File: src/scancode_to_ascii_decoder_top_macros.svh
// Assertion macros for the scan-code decoder.
// Used by scd_in_stage and scd_decode; expects clk and rst in the scope of each use.
`ifndef SCANCODE_TO_ASCII_DECODER_TOP_MACROS_SVH
`define SCANCODE_TO_ASCII_DECODER_TOP_MACROS_SVH
`ifndef SYNTH
`define SCD_ASSERT_IMP(lbl, ante, cons, msg) \
  lbl: assert property (@(posedge clk) disable iff (rst) (ante) |-> (cons)) \
    else $error(msg);
`define SCD_ASSERT_NXT(lbl, ante, cons, msg) \
  lbl: assert property (@(posedge clk) disable iff (rst) (ante) |=> (cons)) \
    else $error(msg);
`else
`define SCD_ASSERT_IMP(lbl, ante, cons, msg)
`define SCD_ASSERT_NXT(lbl, ante, cons, msg)
`endif
`endif

File: src/scd_pkg.sv
// Package of the scan-code decoder: key codes, lock bit positions, result type
// and the two character tables. No dependencies.
package scd_pkg;

  localparam int CODE_W = 8;
  localparam int KEY_W  = 7;
  localparam int CHAR_W = 8;
  localparam int LOCK_W = 3;

  localparam int BREAK_BIT   = 7;
  localparam int LOCK_CAPS   = 2;
  localparam int LOCK_NUM    = 1;
  localparam int LOCK_SCROLL = 0;

  localparam logic [KEY_W-1:0] KEY_LSHIFT = 7'h2a;
  localparam logic [KEY_W-1:0] KEY_RSHIFT = 7'h36;
  localparam logic [KEY_W-1:0] KEY_CAPS   = 7'h3a;
  localparam logic [KEY_W-1:0] KEY_NUM    = 7'h45;
  localparam logic [KEY_W-1:0] KEY_SCROLL = 7'h46;

  localparam logic [CHAR_W-1:0] CHAR_UPPER_A = 8'h41;
  localparam logic [CHAR_W-1:0] CHAR_UPPER_Z = 8'h5a;
  localparam logic [CHAR_W-1:0] CASE_OFFSET  = 8'h20;

  typedef struct packed {
    logic              is_make;
    logic [CHAR_W-1:0] char_code;
    logic              is_letter;
    logic [KEY_W-1:0]  key_code;
    logic              led_update;
    logic [LOCK_W-1:0] led_bits;
  } scd_result_t;

  // Entries that both tables share: letters, space, and the keypad.
  function automatic logic [CHAR_W-1:0] scd_common(input logic [KEY_W-1:0] key);
    logic [CHAR_W-1:0] ch;
    case (key)
      7'h10: ch = 8'h51;
      7'h11: ch = 8'h57;
      7'h12: ch = 8'h45;
      7'h13: ch = 8'h52;
      7'h14: ch = 8'h54;
      7'h15: ch = 8'h59;
      7'h16: ch = 8'h55;
      7'h17: ch = 8'h49;
      7'h18: ch = 8'h4f;
      7'h19: ch = 8'h50;
      7'h1e: ch = 8'h41;
      7'h1f: ch = 8'h53;
      7'h20: ch = 8'h44;
      7'h21: ch = 8'h46;
      7'h22: ch = 8'h47;
      7'h23: ch = 8'h48;
      7'h24: ch = 8'h4a;
      7'h25: ch = 8'h4b;
      7'h26: ch = 8'h4c;
      7'h2c: ch = 8'h5a;
      7'h2d: ch = 8'h58;
      7'h2e: ch = 8'h43;
      7'h2f: ch = 8'h56;
      7'h30: ch = 8'h42;
      7'h31: ch = 8'h4e;
      7'h32: ch = 8'h4d;
      7'h37: ch = 8'h2a;
      7'h39: ch = 8'h20;
      7'h47: ch = 8'h37;
      7'h48: ch = 8'h38;
      7'h49: ch = 8'h39;
      7'h4a: ch = 8'h2d;
      7'h4b: ch = 8'h34;
      7'h4c: ch = 8'h35;
      7'h4d: ch = 8'h36;
      7'h4e: ch = 8'h2b;
      7'h4f: ch = 8'h31;
      7'h50: ch = 8'h32;
      7'h51: ch = 8'h33;
      7'h52: ch = 8'h30;
      7'h53: ch = 8'h2e;
      default: ch = '0;
    endcase
    return ch;
  endfunction

  function automatic logic [CHAR_W-1:0] scd_plain(input logic [KEY_W-1:0] key);
    logic [CHAR_W-1:0] ch;
    case (key)
      7'h02: ch = 8'h31;
      7'h03: ch = 8'h32;
      7'h04: ch = 8'h33;
      7'h05: ch = 8'h34;
      7'h06: ch = 8'h35;
      7'h07: ch = 8'h36;
      7'h08: ch = 8'h37;
      7'h09: ch = 8'h38;
      7'h0a: ch = 8'h39;
      7'h0b: ch = 8'h30;
      7'h0c: ch = 8'h2d;
      7'h0d: ch = 8'h5e;
      7'h1a: ch = 8'h40;
      7'h1b: ch = 8'h5b;
      7'h27: ch = 8'h3b;
      7'h28: ch = 8'h3a;
      7'h2b: ch = 8'h5d;
      7'h33: ch = 8'h2c;
      7'h34: ch = 8'h2e;
      7'h35: ch = 8'h2f;
      default: ch = scd_common(key);
    endcase
    return ch;
  endfunction

  function automatic logic [CHAR_W-1:0] scd_shifted(input logic [KEY_W-1:0] key);
    logic [CHAR_W-1:0] ch;
    case (key)
      7'h02: ch = 8'h21;
      7'h03: ch = 8'h22;
      7'h04: ch = 8'h23;
      7'h05: ch = 8'h24;
      7'h06: ch = 8'h25;
      7'h07: ch = 8'h26;
      7'h08: ch = 8'h27;
      7'h09: ch = 8'h28;
      7'h0a: ch = 8'h29;
      7'h0b: ch = 8'h7e;
      7'h0c: ch = 8'h3d;
      7'h0d: ch = 8'h7e;
      7'h1a: ch = 8'h60;
      7'h1b: ch = 8'h7b;
      7'h27: ch = 8'h2b;
      7'h28: ch = 8'h2a;
      7'h2b: ch = 8'h7d;
      7'h33: ch = 8'h3c;
      7'h34: ch = 8'h3e;
      7'h35: ch = 8'h3f;
      7'h73: ch = 8'h5f;
      7'h7d: ch = 8'h7c;
      default: ch = scd_common(key);
    endcase
    return ch;
  endfunction

endpackage

File: src/scd_channels.sv
// Valid/ready channel interfaces of the scan-code decoder.
// Depends on scd_pkg for the field widths.
interface scd_code_if;
  import scd_pkg::*;
  logic              valid;
  logic              ready;
  logic [CODE_W-1:0] scan_code;
  modport source (output valid, output scan_code, input ready);
  modport sink (input valid, input scan_code, output ready);
endinterface

interface scd_char_if;
  import scd_pkg::*;
  logic              valid;
  logic              ready;
  logic              is_make;
  logic [CHAR_W-1:0] char_code;
  logic              is_letter;
  logic [KEY_W-1:0]  key_code;
  logic              led_update;
  logic [LOCK_W-1:0] led_bits;
  modport source (output valid, output is_make, output char_code, output is_letter,
                  output key_code, output led_update, output led_bits, input ready);
  modport sink (input valid, input is_make, input char_code, input is_letter,
                input key_code, input led_update, input led_bits, output ready);
endinterface

File: src/scd_in_stage.sv
// Input register of the scan-code decoder: holds one accepted code beat.
// Depends on scd_pkg, scd_channels and the assertion macro header.
`include "scancode_to_ascii_decoder_top_macros.svh"

module scd_in_stage (
  input  logic                      clk,
  input  logic                      rst,
  scd_code_if.sink                  codes,
  input  logic                      advance,
  output logic                      held,
  output logic [scd_pkg::CODE_W-1:0] code
);
  import scd_pkg::*;

  logic take;

  // A new beat enters when the register is empty or when the held one moves on in the same cycle.
  assign codes.ready = !held || advance;
  assign take        = codes.valid && codes.ready;

  always_ff @(posedge clk) begin
    if (rst) begin
      held <= 1'b0;
    end else if (take) begin
      held <= 1'b1;
    end else if (advance) begin
      held <= 1'b0;
    end
  end

  always_ff @(posedge clk) begin
    if (take) begin
      code <= codes.scan_code;
    end
  end

  `SCD_ASSERT_NXT(a_take_holds, take, held, "accepted code beat was not held")
  `SCD_ASSERT_NXT(a_stall_keeps, held && !advance, held && $stable(code),
                  "stalled code was lost or changed")
endmodule

File: src/scd_decode.sv
// Decode stage: shift and lock state plus the table lookup for one code.
// Depends on scd_pkg and the assertion macro header.
`include "scancode_to_ascii_decoder_top_macros.svh"

module scd_decode (
  input  logic                       clk,
  input  logic                       rst,
  input  logic                       step,
  input  logic [scd_pkg::CODE_W-1:0] code,
  input  logic                       cfg_we,
  input  logic [scd_pkg::LOCK_W-1:0] cfg_wdata,
  output scd_pkg::scd_result_t       result
);
  import scd_pkg::*;

  logic [1:0]        shift_held, shift_held_next;
  logic [LOCK_W-1:0] lock_bits, lock_bits_next;
  logic              make;
  logic [KEY_W-1:0]  key;
  logic              led_upd;
  logic [CHAR_W-1:0] ch_raw;
  logic              letter;
  logic              to_lower;

  assign make = !code[BREAK_BIT];
  assign key  = code[KEY_W-1:0];

  always_comb begin
    shift_held_next = shift_held;
    lock_bits_next  = lock_bits;
    led_upd         = 1'b0;
    if (make) begin
      case (key)
        KEY_LSHIFT: shift_held_next[0] = 1'b1;
        KEY_RSHIFT: shift_held_next[1] = 1'b1;
        KEY_CAPS: begin
          lock_bits_next[LOCK_CAPS] = !lock_bits[LOCK_CAPS];
          led_upd = 1'b1;
        end
        KEY_NUM: begin
          lock_bits_next[LOCK_NUM] = !lock_bits[LOCK_NUM];
          led_upd = 1'b1;
        end
        KEY_SCROLL: begin
          lock_bits_next[LOCK_SCROLL] = !lock_bits[LOCK_SCROLL];
          led_upd = 1'b1;
        end
        default: ;
      endcase
    end else begin
      case (key)
        KEY_LSHIFT: shift_held_next[0] = 1'b0;
        KEY_RSHIFT: shift_held_next[1] = 1'b0;
        default: ;
      endcase
    end
  end

  // The lookup uses the shift state after this code has been applied.
  assign ch_raw   = (shift_held_next == 2'b00) ? scd_plain(key) : scd_shifted(key);
  assign letter   = ch_raw inside {[CHAR_UPPER_A:CHAR_UPPER_Z]};
  assign to_lower = lock_bits_next[LOCK_CAPS] == (shift_held_next != 2'b00);

  always_comb begin
    result.is_make    = make;
    result.char_code  = (letter && to_lower) ? ch_raw + CASE_OFFSET : ch_raw;
    result.is_letter  = letter;
    result.key_code   = key;
    result.led_update = led_upd;
    result.led_bits   = lock_bits_next;
  end

  always_ff @(posedge clk) begin
    if (rst) begin
      shift_held <= '0;
      lock_bits  <= '0;
    end else begin
      if (step) begin
        shift_held <= shift_held_next;
      end
      if (cfg_we) begin
        lock_bits <= cfg_wdata;
      end else if (step) begin
        lock_bits <= lock_bits_next;
      end
    end
  end

  `SCD_ASSERT_IMP(a_led_only_locks, step && result.led_update,
                  make && (key == KEY_CAPS || key == KEY_NUM || key == KEY_SCROLL),
                  "LED update on a code that is not a lock make")
  `SCD_ASSERT_NXT(a_locks_steady, step && !result.led_update && !cfg_we,
                  $stable(lock_bits), "lock bits moved without a lock key")
  `SCD_ASSERT_NXT(a_shift_only_shift_keys, step && key != KEY_LSHIFT && key != KEY_RSHIFT,
                  $stable(shift_held), "shift state moved on another key")
endmodule

File: src/scd_out_stage.sv
// Result register of the scan-code decoder, drives the character channel.
// Depends on scd_pkg and scd_channels.
module scd_out_stage (
  input  logic                 clk,
  input  logic                 rst,
  input  logic                 load,
  input  scd_pkg::scd_result_t result,
  output logic                 free,
  scd_char_if.source           chars
);
  import scd_pkg::*;

  logic        valid;
  scd_result_t data;

  // The register can take a new result when empty or when its beat leaves now.
  assign free = !valid || chars.ready;

  always_ff @(posedge clk) begin
    if (rst) begin
      valid <= 1'b0;
    end else if (load) begin
      valid <= 1'b1;
    end else if (chars.ready) begin
      valid <= 1'b0;
    end
  end

  always_ff @(posedge clk) begin
    if (load) begin
      data <= result;
    end
  end

  assign chars.valid      = valid;
  assign chars.is_make    = data.is_make;
  assign chars.char_code  = data.char_code;
  assign chars.is_letter  = data.is_letter;
  assign chars.key_code   = data.key_code;
  assign chars.led_update = data.led_update;
  assign chars.led_bits   = data.led_bits;
endmodule

File: src/scancode_to_ascii_decoder_top.sv
// Top level of the set 1 scan-code to character decoder.
// Depends on scd_pkg, scd_channels, scd_in_stage, scd_decode and scd_out_stage.
//
//   Port     Kind            Direction  Payload
//   codes    valid/ready     in         scan_code
//   chars    valid/ready     out        is_make char_code is_letter key_code
//                                       led_update led_bits
//   cfg_we   write strobe    in         cfg_wdata (boot lock bits)
//
// One beat per cycle sustained while chars.ready stays high; the result beat of a code
// passes through the input register and then the result register around the lookup
// before it can be taken on chars.
// Synchronous reset clears both stages, shift state and lock bits.
// A stall on chars holds the result and then the input register; codes.ready
// drops only when both are full and chars.ready is low.
module scancode_to_ascii_decoder_top (
  input  logic                       clk,
  input  logic                       rst,
  scd_code_if.sink                   codes,
  scd_char_if.source                 chars,
  input  logic                       cfg_we,
  input  logic [scd_pkg::LOCK_W-1:0] cfg_wdata
);
  import scd_pkg::*;

  logic              held;
  logic [CODE_W-1:0] code;
  logic              free;
  logic              step;
  scd_result_t       result;

  assign step = held && free;

  scd_in_stage u_in (
    .clk     (clk),
    .rst     (rst),
    .codes   (codes),
    .advance (free),
    .held    (held),
    .code    (code)
  );

  scd_decode u_decode (
    .clk       (clk),
    .rst       (rst),
    .step      (step),
    .code      (code),
    .cfg_we    (cfg_we),
    .cfg_wdata (cfg_wdata),
    .result    (result)
  );

  scd_out_stage u_out (
    .clk    (clk),
    .rst    (rst),
    .load   (step),
    .result (result),
    .free   (free),
    .chars  (chars)
  );
endmodule

File: src/flat_wrapper.sv
// flat-port wrapper written by rule: the top's interface ports become plain ports
module scancode_to_ascii_decoder_top_flat import scd_pkg::*;
  (clk, rst, cfg_we, cfg_wdata, codes_valid, codes_scan_code, codes_ready, chars_valid, chars_is_make, chars_char_code, chars_is_letter, chars_key_code, chars_led_update, chars_led_bits, chars_ready);
  scd_code_if codes_i ();
  scd_char_if chars_i ();
  input  logic clk;
  input  logic rst;
  input  logic cfg_we;
  input  logic [scd_pkg::LOCK_W-1:0] cfg_wdata;
  input wire logic [$bits(codes_i.valid)-1:0] codes_valid;
  input wire logic [$bits(codes_i.scan_code)-1:0] codes_scan_code;
  output wire logic [$bits(codes_i.ready)-1:0] codes_ready;
  output wire logic [$bits(chars_i.valid)-1:0] chars_valid;
  output wire logic [$bits(chars_i.is_make)-1:0] chars_is_make;
  output wire logic [$bits(chars_i.char_code)-1:0] chars_char_code;
  output wire logic [$bits(chars_i.is_letter)-1:0] chars_is_letter;
  output wire logic [$bits(chars_i.key_code)-1:0] chars_key_code;
  output wire logic [$bits(chars_i.led_update)-1:0] chars_led_update;
  output wire logic [$bits(chars_i.led_bits)-1:0] chars_led_bits;
  input wire logic [$bits(chars_i.ready)-1:0] chars_ready;
  assign codes_i.valid = codes_valid;
  assign codes_i.scan_code = codes_scan_code;
  assign codes_ready = codes_i.ready;
  assign chars_valid = chars_i.valid;
  assign chars_is_make = chars_i.is_make;
  assign chars_char_code = chars_i.char_code;
  assign chars_is_letter = chars_i.is_letter;
  assign chars_key_code = chars_i.key_code;
  assign chars_led_update = chars_i.led_update;
  assign chars_led_bits = chars_i.led_bits;
  assign chars_i.ready = chars_ready;
  scancode_to_ascii_decoder_top u_core (.clk(clk), .rst(rst), .codes(codes_i), .chars(chars_i), .cfg_we(cfg_we), .cfg_wdata(cfg_wdata));
endmodule
File: config.mk
export PLATFORM = sky130hd
export DESIGN_NAME = scancode_to_ascii_decoder_top_flat
export DESIGN_NICKNAME = d
export VERILOG_FILES = /design/src/scd_pkg.sv /design/src/scd_channels.sv /design/src/scd_in_stage.sv /design/src/scd_decode.sv /design/src/scd_out_stage.sv /design/src/scancode_to_ascii_decoder_top.sv /design/src/flat_wrapper.sv
export VERILOG_INCLUDE_DIRS = /design/src /design/src/src
export SDC_FILE = /design/constraint.sdc
export NUM_CORES = 1
export LEC_CHECK = 0
export BUFFER_PORTS_ARGS = -buffer_cell sky130_fd_sc_hd__buf_4
export CORE_MARGIN = 3
export CORE_UTILIZATION = 40
export CTS_BUF_LIST = sky130_fd_sc_hd__clkbuf_8
export DETAILED_ROUTE_END_ITERATION = 8
export PLACE_DENSITY = 0.69
export SYNTH_ARGS = -nofsm -noshare
export SYNTH_HDL_FRONTEND = slang
export SYNTH_HIERARCHICAL = 1
export SYNTH_SLANG_ARGS = --single-unit
export TNS_END_PERCENT = 10
File: constraint.sdc
create_clock -name clk -period 5.07 [get_ports clk]
set_input_delay 0 -clock clk [delete_from_list [all_inputs] [get_ports clk]]
set_output_delay 0 -clock clk [all_outputs]
set_load 0.02 [all_outputs]
Word level (Yosys, flattened, before mapping)
Memories as Yosys holds them, arrays and structs flattened. A register that Yosys moved wholly into a read port is not among the register bits.
Index checks and enable logic that the tools add are counted.
Storage, ports and cells
  register bits: 36
  bits in latches: 0
  RAM bits: 0
  memory bits (read-only): 1792
  input port bits: 16
  memories kept: 2
Memories
  (name not given): words 128, width 7, rd ports 1, clocked after memory_dff 1, write ports 0, RTL line scd_pkg.sv:37  | case (key)
  (name not given): words 128, width 7, rd ports 1, clocked after memory_dff 1, write ports 0, RTL line scd_pkg.sv:37
Cells by class
  $add $sub $neg: 1
  $mul: 0
  div/mod/pow operators: 0
  $lt $le $gt $ge: 2
  equality and inequality tests: 28
  shifts and indexed selects: 0
  multiplexer cells: 22
  bitwise logic cells: 0
  reduce and logical (&&, ||, !) cells: 19
Operators by type and width (count)
  8-bit one-hot mux with 21 select lines: 1
  8-bit one-hot mux with 20 select lines: 1
  7-bit by 6-bit == test with 1-bit output, second input constant: 9
  7-bit by 4-bit == test with 1-bit output, second input constant: 6
  7-bit by 3-bit == test with 1-bit output, second input constant: 4
  7-bit == test, second input constant: 4
  8-bit 2-to-1 mux: 2
  7-bit by 2-bit == test with 1-bit output, second input constant: 2
  7-bit by 5-bit == test with 1-bit output, second input constant: 2
  7-bit 2-to-1 mux: 2
  1-bit 2-to-1 mux: 12
  3-bit 2-to-1 mux: 3
  8-bit by 6-bit adder with 8-bit output, second input constant: 1
  8-bit by 7-bit greater-or-equal comparator with 1-bit output, second input constant: 1
  8-bit by 7-bit less-or-equal comparator with 1-bit output, second input constant: 1
  2-bit nonzero test: 4
  1-bit logical NOT: 6
  1-bit logical AND: 4
  3-bit OR reduction: 1
  2-bit logical NOT: 1
  1-bit logical OR: 2
  2-bit 2-to-1 mux: 1
  2-bit OR reduction: 1
  1-bit == test: 1

Logic depth before layout (Yosys ltp)
  depth in word-level cells: 9
  mapped depth: 16
  mapped depth without buffers: 14

Hierarchy
Netlist, hierarchy kept.
Modules (own cells, without submodules)
  scd_decode: times used 1, cells each 330, area an instance 2187.1 um^2, seq. area each 100.1 um^2
  scd_out_stage: times used 1, cells each 25, area an instance 676.9 um^2, seq. area each 650.6 um^2
  scd_in_stage: times used 1, cells each 13, area an instance 295.3 um^2, seq. area each 260.2 um^2
  scancode_to_ascii_decoder_top: times used 1, cells each 1, area an instance 6.3 um^2, seq. area each 0.0 um^2

Least setup slack after synthesis
No wires, ideal clock.
  path kind: flip-flop to flip-flop
  start point: register u_core/u_in/code[1] (netlist bit)
  end point: register u_core.u_out.data (netlist bit u_core/u_out/chars.char_code[5]) (data pin)
  arrival: 3.219 ns
  data required time: 4.791 ns
  slack: 1.572 ns
  cell stages (with the launch flop): 16
  buffers on the path: 1
  cell sequence: edfxtp_1 -> inv_1 -> ha_1 -> clkbuf_1 -> nand3b_1 -> a31oi_1 -> o221ai_1 -> nand3_1 -> mux2_2 -> o21ai_0 -> inv_1 -> ha_1 -> inv_1 -> a41oi_2 -> nor3b_2 -> mux2i_1
RTL lines
  from (decl): RTL line scd_in_stage.sv:11  | output logic [scd_pkg::CODE_W-1:0] code
  from (signal assigned): RTL line scd_in_stage.sv:33  | code <= codes.scan_code;
  to (signal assigned): RTL line scd_out_stage.sv:31  | data <= result;
  to (decl): RTL line scd_out_stage.sv:14  | scd_result_t data;

==> flow_summary.html <==
<table>
<tr><th>Metric</th><th>Value</th></tr>
<tr><th colspan="2">Pwr</th></tr>
<tr><td>Power per cell area</td><td>~220 mW/mm^2</td></tr>
<tr><td>Maximum ir drop on the vdd rail</td><td>0.000162 V</td></tr>
<tr><td>Static leakage</td><td>1.41 nW</td></tr>
<tr><th colspan="2">Critical path</th></tr>
<tr><td>Nature of the critical path endpoint</td><td>register</td></tr>
<tr><td>Setup crit start kind</td><td>register</td></tr>
<tr><td>Maximum net fanout on the critical path</td><td>14</td></tr>
<tr><td>Depth of the worst register-to-register path</td><td>14</td></tr>
<tr><td>Register-to-register path setup slack</td><td>0.90 ns</td></tr>
<tr><td>Category of the critical setup timing path</td><td>register to register</td></tr>
<tr><td>Critical path arrival</td><td>4.19 ns</td></tr>
<tr><td>FF-to-FF Start</td><td>u_core/u_in/code[1]</td></tr>
<tr><td>RR Endpoint</td><td>u_core/u_out/chars.char_code[5]</td></tr>
<tr><td>CP Data Required Time</td><td>5.09 ns</td></tr>
<tr><th colspan="2">Global route</th></tr>
<tr><td>Overall overflow remaining after global route</td><td>0</td></tr>
<tr><td>Antenna violations before repair</td><td>0</td></tr>
<tr><td>Most Used Layer, Global Route</td><td>met2</td></tr>
<tr><td>Maximum number of pins on one net before global-route repair</td><td>26</td></tr>
<tr><td>All-Layer GR Usage</td><td>about 20%</td></tr>
<tr><td>Met2 track demand over resource</td><td>31.2%</td></tr>
<tr><td>Number of global-route vias before repair</td><td>roughly 2900</td></tr>
<tr><td>Met1 routing resource usage after global routing</td><td>26.9%</td></tr>
<tr><td>Wire length of the first global-routing pass</td><td>14200 microns</td></tr>
<tr><td>Routing usage on met3</td><td>4.94%</td></tr>
<tr><th colspan="2">Logic synthesis</th></tr>
<tr><td>Main area contributors after synthesis</td><td>sky130_fd_sc_hd__edfxtp_1 28%, sky130_fd_sc_hd__dfxtp_1 4.4%, sky130_fd_sc_hd__ha_1 4.0%, sky130_fd_sc_hd__buf_4 3.8%, sky130_fd_sc_hd__a21oi_1 3.5%</td></tr>
<tr><td>Cell with the most instances after synthesis</td><td>sky130_fd_sc_hd__edfxtp_1</td></tr>
<tr><td>Share of flip-flops with an asynchronous set or reset after synthesis</td><td>0%</td></tr>
<tr><td>Syn_nets</td><td>395</td></tr>
<tr><td>Cell count after synthesis</td><td>between 300 and 400</td></tr>
<tr><td>Dominant cell type by area after synthesis</td><td>sky130_fd_sc_hd__edfxtp_1</td></tr>
<tr><td>Share of the yosys chip area belonging to registers</td><td>31.9%</td></tr>
<tr><td>Post-synthesis sequential element count</td><td>36</td></tr>
<tr><td>Number of synthesis warnings</td><td>6</td></tr>
<tr><td>Top cells by count, synth</td><td>29 x sky130_fd_sc_hd__edfxtp_1, 27 x sky130_fd_sc_hd__nor2_1, 22 x sky130_fd_sc_hd__a21oi_1</td></tr>
<tr><td>Post-synthesis instance area</td><td>0.00317 sq mm</td></tr>
<tr><td>Synth top area share</td><td>approximately 28%</td></tr>
<tr><td>Post-synthesis cell type count</td><td>73</td></tr>
<tr><td>Number of flops mapped to enable cells by yosys</td><td>29</td></tr>
<tr><td>Mean cell area of the mapped netlist</td><td>8.58 sq um</td></tr>
<tr><td>Top flip-flop cell by instance count after synthesis</td><td>sky130_fd_sc_hd__edfxtp_1</td></tr>
<tr><th colspan="2">Drt</th></tr>
<tr><td>Remaining antenna violation count</td><td>0</td></tr>
<tr><td>Total length of routed wires</td><td>8610 microns</td></tr>
<tr><td>Vias after detailed routing</td><td>just over 3000</td></tr>
<tr><td>Drt initial violations</td><td>387</td></tr>
<tr><td>Remaining design rule violation count</td><td>0</td></tr>
<tr><td>Detailed-routing iteration count for the pre-antenna-repair pass</td><td>5</td></tr>
<tr><td>Post-detailed-route wirelength per cell</td><td>17.1 microns</td></tr>
<tr><td>Via density per instance</td><td>6.16</td></tr>
<tr><th colspan="2">Clocking</th></tr>
<tr><td>CTS tree</td><td>done</td></tr>
<tr><td>Post-CTS Setup Bufs</td><td>0</td></tr>
<tr><td>Clock edge transition at the registers on the reported setup and hold paths</td><td>0.08 ns</td></tr>
<tr><td>Later-pin clock latency in the skew report</td><td>0.30 ns</td></tr>
<tr><td>Total of cells resized after clock tree synthesis</td><td>0</td></tr>
<tr><td>H-tree level count</td><td>2</td></tr>
<tr><td>Clk buf depth</td><td>2</td></tr>
<tr><td>Inserted Clock Buffers</td><td>5</td></tr>
<tr><td>CTS Root Cell</td><td>sky130_fd_sc_hd__clkbuf_8</td></tr>
<tr><td># clock sinks</td><td>36</td></tr>
<tr><th colspan="2">Timing</th></tr>
<tr><td>Worst slew margin relative to its limit</td><td>between 40 and 50%</td></tr>
<tr><td>Setup skew after layout</td><td>between 0.009 and 0.01 ns</td></tr>
<tr><td>Fin. max-slew vios</td><td>0</td></tr>
<tr><td>Unrepaired setup endpoints after global routing</td><td>no</td></tr>
<tr><td>Tightest Pin Transition</td><td>0.895 ns</td></tr>
<tr><td>Number of failing hold endpoints at the final stage</td><td>0</td></tr>
<tr><td>Min cycle time layout</td><td>4.17 ns</td></tr>
<tr><td>Final-report setup violation count</td><td>0</td></tr>
<tr><td>Final-layout setup total negative slack</td><td>0 ns</td></tr>
<tr><td>Period utilization</td><td>between 80 and 90%</td></tr>
<tr><td>Fmax achieved</td><td>0.240 GHz</td></tr>
<tr><th colspan="2">Die</th></tr>
<tr><td>Core area</td><td>0.00745 sq mm</td></tr>
<tr><td>Count of pins on the block boundary</td><td>39</td></tr>
<tr><td>Die outline area</td><td>between 0.009 and 0.01 sq mm</td></tr>
<tr><td>Die Wd</td><td>95.0 microns</td></tr>
<tr><td>Initial core utilization</td><td>between 40 and 50%</td></tr>
<tr><td>Number of core rows</td><td>31</td></tr>
<tr><td>Vert. Die Dim</td><td>95.0 microns</td></tr>
<tr><th colspan="2">Worst hold path</th></tr>
<tr><td>Destination of the worst hold path</td><td>u_core/u_in/held</td></tr>
<tr><td>Worst min-delay path startpoint</td><td>chars_ready</td></tr>
<tr><td>Class of the tightest hold or removal check</td><td>input pin to register</td></tr>
<tr><td>Hold Path Cell Cnt</td><td>4</td></tr>
<tr><th colspan="2">Layout</th></tr>
<tr><td>ANT cells</td><td>0</td></tr>
<tr><td>Final standard cell count with taps included and fillers excluded</td><td>502</td></tr>
<tr><td>Layout cell share with drive strength beyond 1</td><td>18.6%</td></tr>
<tr><td>Final Util</td><td>49.6%</td></tr>
<tr><td>Layout net count</td><td>428</td></tr>
<tr><td>Layout area overhead</td><td>16.7%</td></tr>
<tr><th colspan="2">Outcome</th></tr>
<tr><td>Status</td><td>finished clean</td></tr>
<tr><th colspan="2">Job</th></tr>
<tr><td>Count of max-cap constraint violations</td><td>0</td></tr>
<tr><th colspan="2">Place</th></tr>
<tr><td>Number of port buffers</td><td>38</td></tr>
<tr><td>Total half-perimeter wirelength after legalization and detailed placement</td><td>6020 microns</td></tr>
<tr><td>Global placer's final weighted congestion</td><td>0.921</td></tr>
<tr><td>Placed Cells incl. Taps</td><td>around 480</td></tr>
</table>
-- sequential cells by signal, summed over array words and instances, names as in the netlist --
name / cells
u_core/u_out/chars.char_code: 8
u_core/u_out/chars.led_bits: 3
u_core/u_out/chars.valid: 1
u_core/u_in/code: 8
u_core/u_out/chars.led_update: 1
u_core/u_decode/shift_held: 2
u_core/u_out/chars.is_letter: 1
u_core/u_out/chars.key_code: 7
u_core/u_out/chars.is_make: 1
u_core/u_decode/lock_bits: 3
u_core/u_in/held: 1
-- routing by layer --
metal  vias to the layer above  part of all wire (%)
li1                       1447                     -
met1                      1467                    44
met2                       157                    46
met3                        21                   7.7
met4                         0                   2.2
met5                         -                     0
-- kinds of logic (layout without fill, tap and decap cells) --
kind of cell	after synthesis	count (layout)	synth area share, %
buf+inv	48	82	8.18
flops	36	36	31.9
mux	9	9	2.96
fa+ha+maj	10	10	3.95
simple gates	152	152	26.6
xor+xnor	9	9	2.49
compound gates	105	105	23.8
-- repair_timing --
item	in CTS	in global routing
endpoints found under the hold margin	15	0
hold buffers	17	0
setup endpoints to repair	0	0
-- cell usage in the layout (no fill, tap or decap), types with 6 or more instances in the layout --
master                          count
sky130_fd_sc_hd__nand4_1           10
sky130_fd_sc_hd__o21ai_0           17
sky130_fd_sc_hd__nand3b_1           6
sky130_fd_sc_hd__nand3_1           20
sky130_fd_sc_hd__nor2_1            27
sky130_fd_sc_hd__nor2b_1           10
sky130_fd_sc_hd__buf_4             45
sky130_fd_sc_hd__nand2b_1           7
sky130_fd_sc_hd__dfxtp_1            7
sky130_fd_sc_hd__inv_1             12
sky130_fd_sc_hd__dlygate4sd3_1     17
sky130_fd_sc_hd__mux2i_1            6
sky130_fd_sc_hd__nand2_1           21
sky130_fd_sc_hd__ha_1              10
sky130_fd_sc_hd__and3_1             9
sky130_fd_sc_hd__nor3_1            11
sky130_fd_sc_hd__edfxtp_1          29
sky130_fd_sc_hd__a21oi_1           22
sky130_fd_sc_hd__a211oi_1          10
-- worst max-delay path by stage --
| stage | startpoint | endpoint | slack, ns | cells past startpoint |
|---|---|---|---|---|
| 4_1_cts | u_core/u_in/code[1] | u_core/u_out/chars.char_code[5] | 0.96 | 14 |
| 3_3_place_gp | u_core/u_in/code[0] | u_core/u_out/chars.char_code[5] | 1.17 | 13 |
| 2_1_floorplan | u_core/u_in/code[1] | u_core/u_out/chars.char_code[5] | 1.57 | 15 |
| 3_5_place_dp | u_core/u_in/code[1] | u_core/u_out/chars.char_code[5] | 0.98 | 14 |
| 5_1_grt | u_core/u_in/code[1] | u_core/u_out/chars.char_code[5] | 0.52 | 14 |
| 6_report | u_core/u_in/code[1] | u_core/u_out/chars.char_code[5] | 0.90 | 14 |
-- per-stage QoR --
stage	setup WS (ns)	area [sq um]	power (mW)	hold slack, ns
after CTS	0.962	3690	0.826	0.106
after global placement	1.17	3410	0.559	0.179
after global routing	0.521	3690	0.868	0.111
after floorplan	1.57	3170	0.507	0.0624
final	0.896	3690	0.826	0.116
after detailed placement	0.978	3410	0.561	0.179
-- area by class of cell --
type | count | area [sq um]
repair buffers | 62 | 508
well taps | 99 | 124
multi-input cells | 285 | 1900
fillers | 700 | 3750
clock buffers | 5 | 68.8
inverters | 12 | 45.0
flip-flops and latches | 36 | 1010
clock inverters | 3 | 42.5
-- power by group --
part / total, mW / internal [mW] / switching, mW
combinational: 0.210 / 0.0899 / 0.120
clock: 0.255 / 0.146 / 0.110
sequential: 0.361 / 0.339 / 0.0218
total: 0.826 / 0.575 / 0.251
-- critical path, stage by stage (launching register included) --
cell	delay, ns
sky130_fd_sc_hd__edfxtp_1	0.55
sky130_fd_sc_hd__inv_1	0.21
sky130_fd_sc_hd__ha_1	0.48
sky130_fd_sc_hd__nor2_1	0.14
sky130_fd_sc_hd__a211oi_1	0.40
sky130_fd_sc_hd__o221ai_1	0.20
sky130_fd_sc_hd__nand3_1	0.19
sky130_fd_sc_hd__mux2_2	0.35
sky130_fd_sc_hd__o21ai_0	0.49
sky130_fd_sc_hd__inv_1	0.15
sky130_fd_sc_hd__ha_1	0.23
sky130_fd_sc_hd__inv_1	0.07
sky130_fd_sc_hd__a41oi_2	0.05
sky130_fd_sc_hd__nor3b_2	0.28
sky130_fd_sc_hd__mux2i_1	0.10
Note: power is estimated with default switching activity, not from simulation.
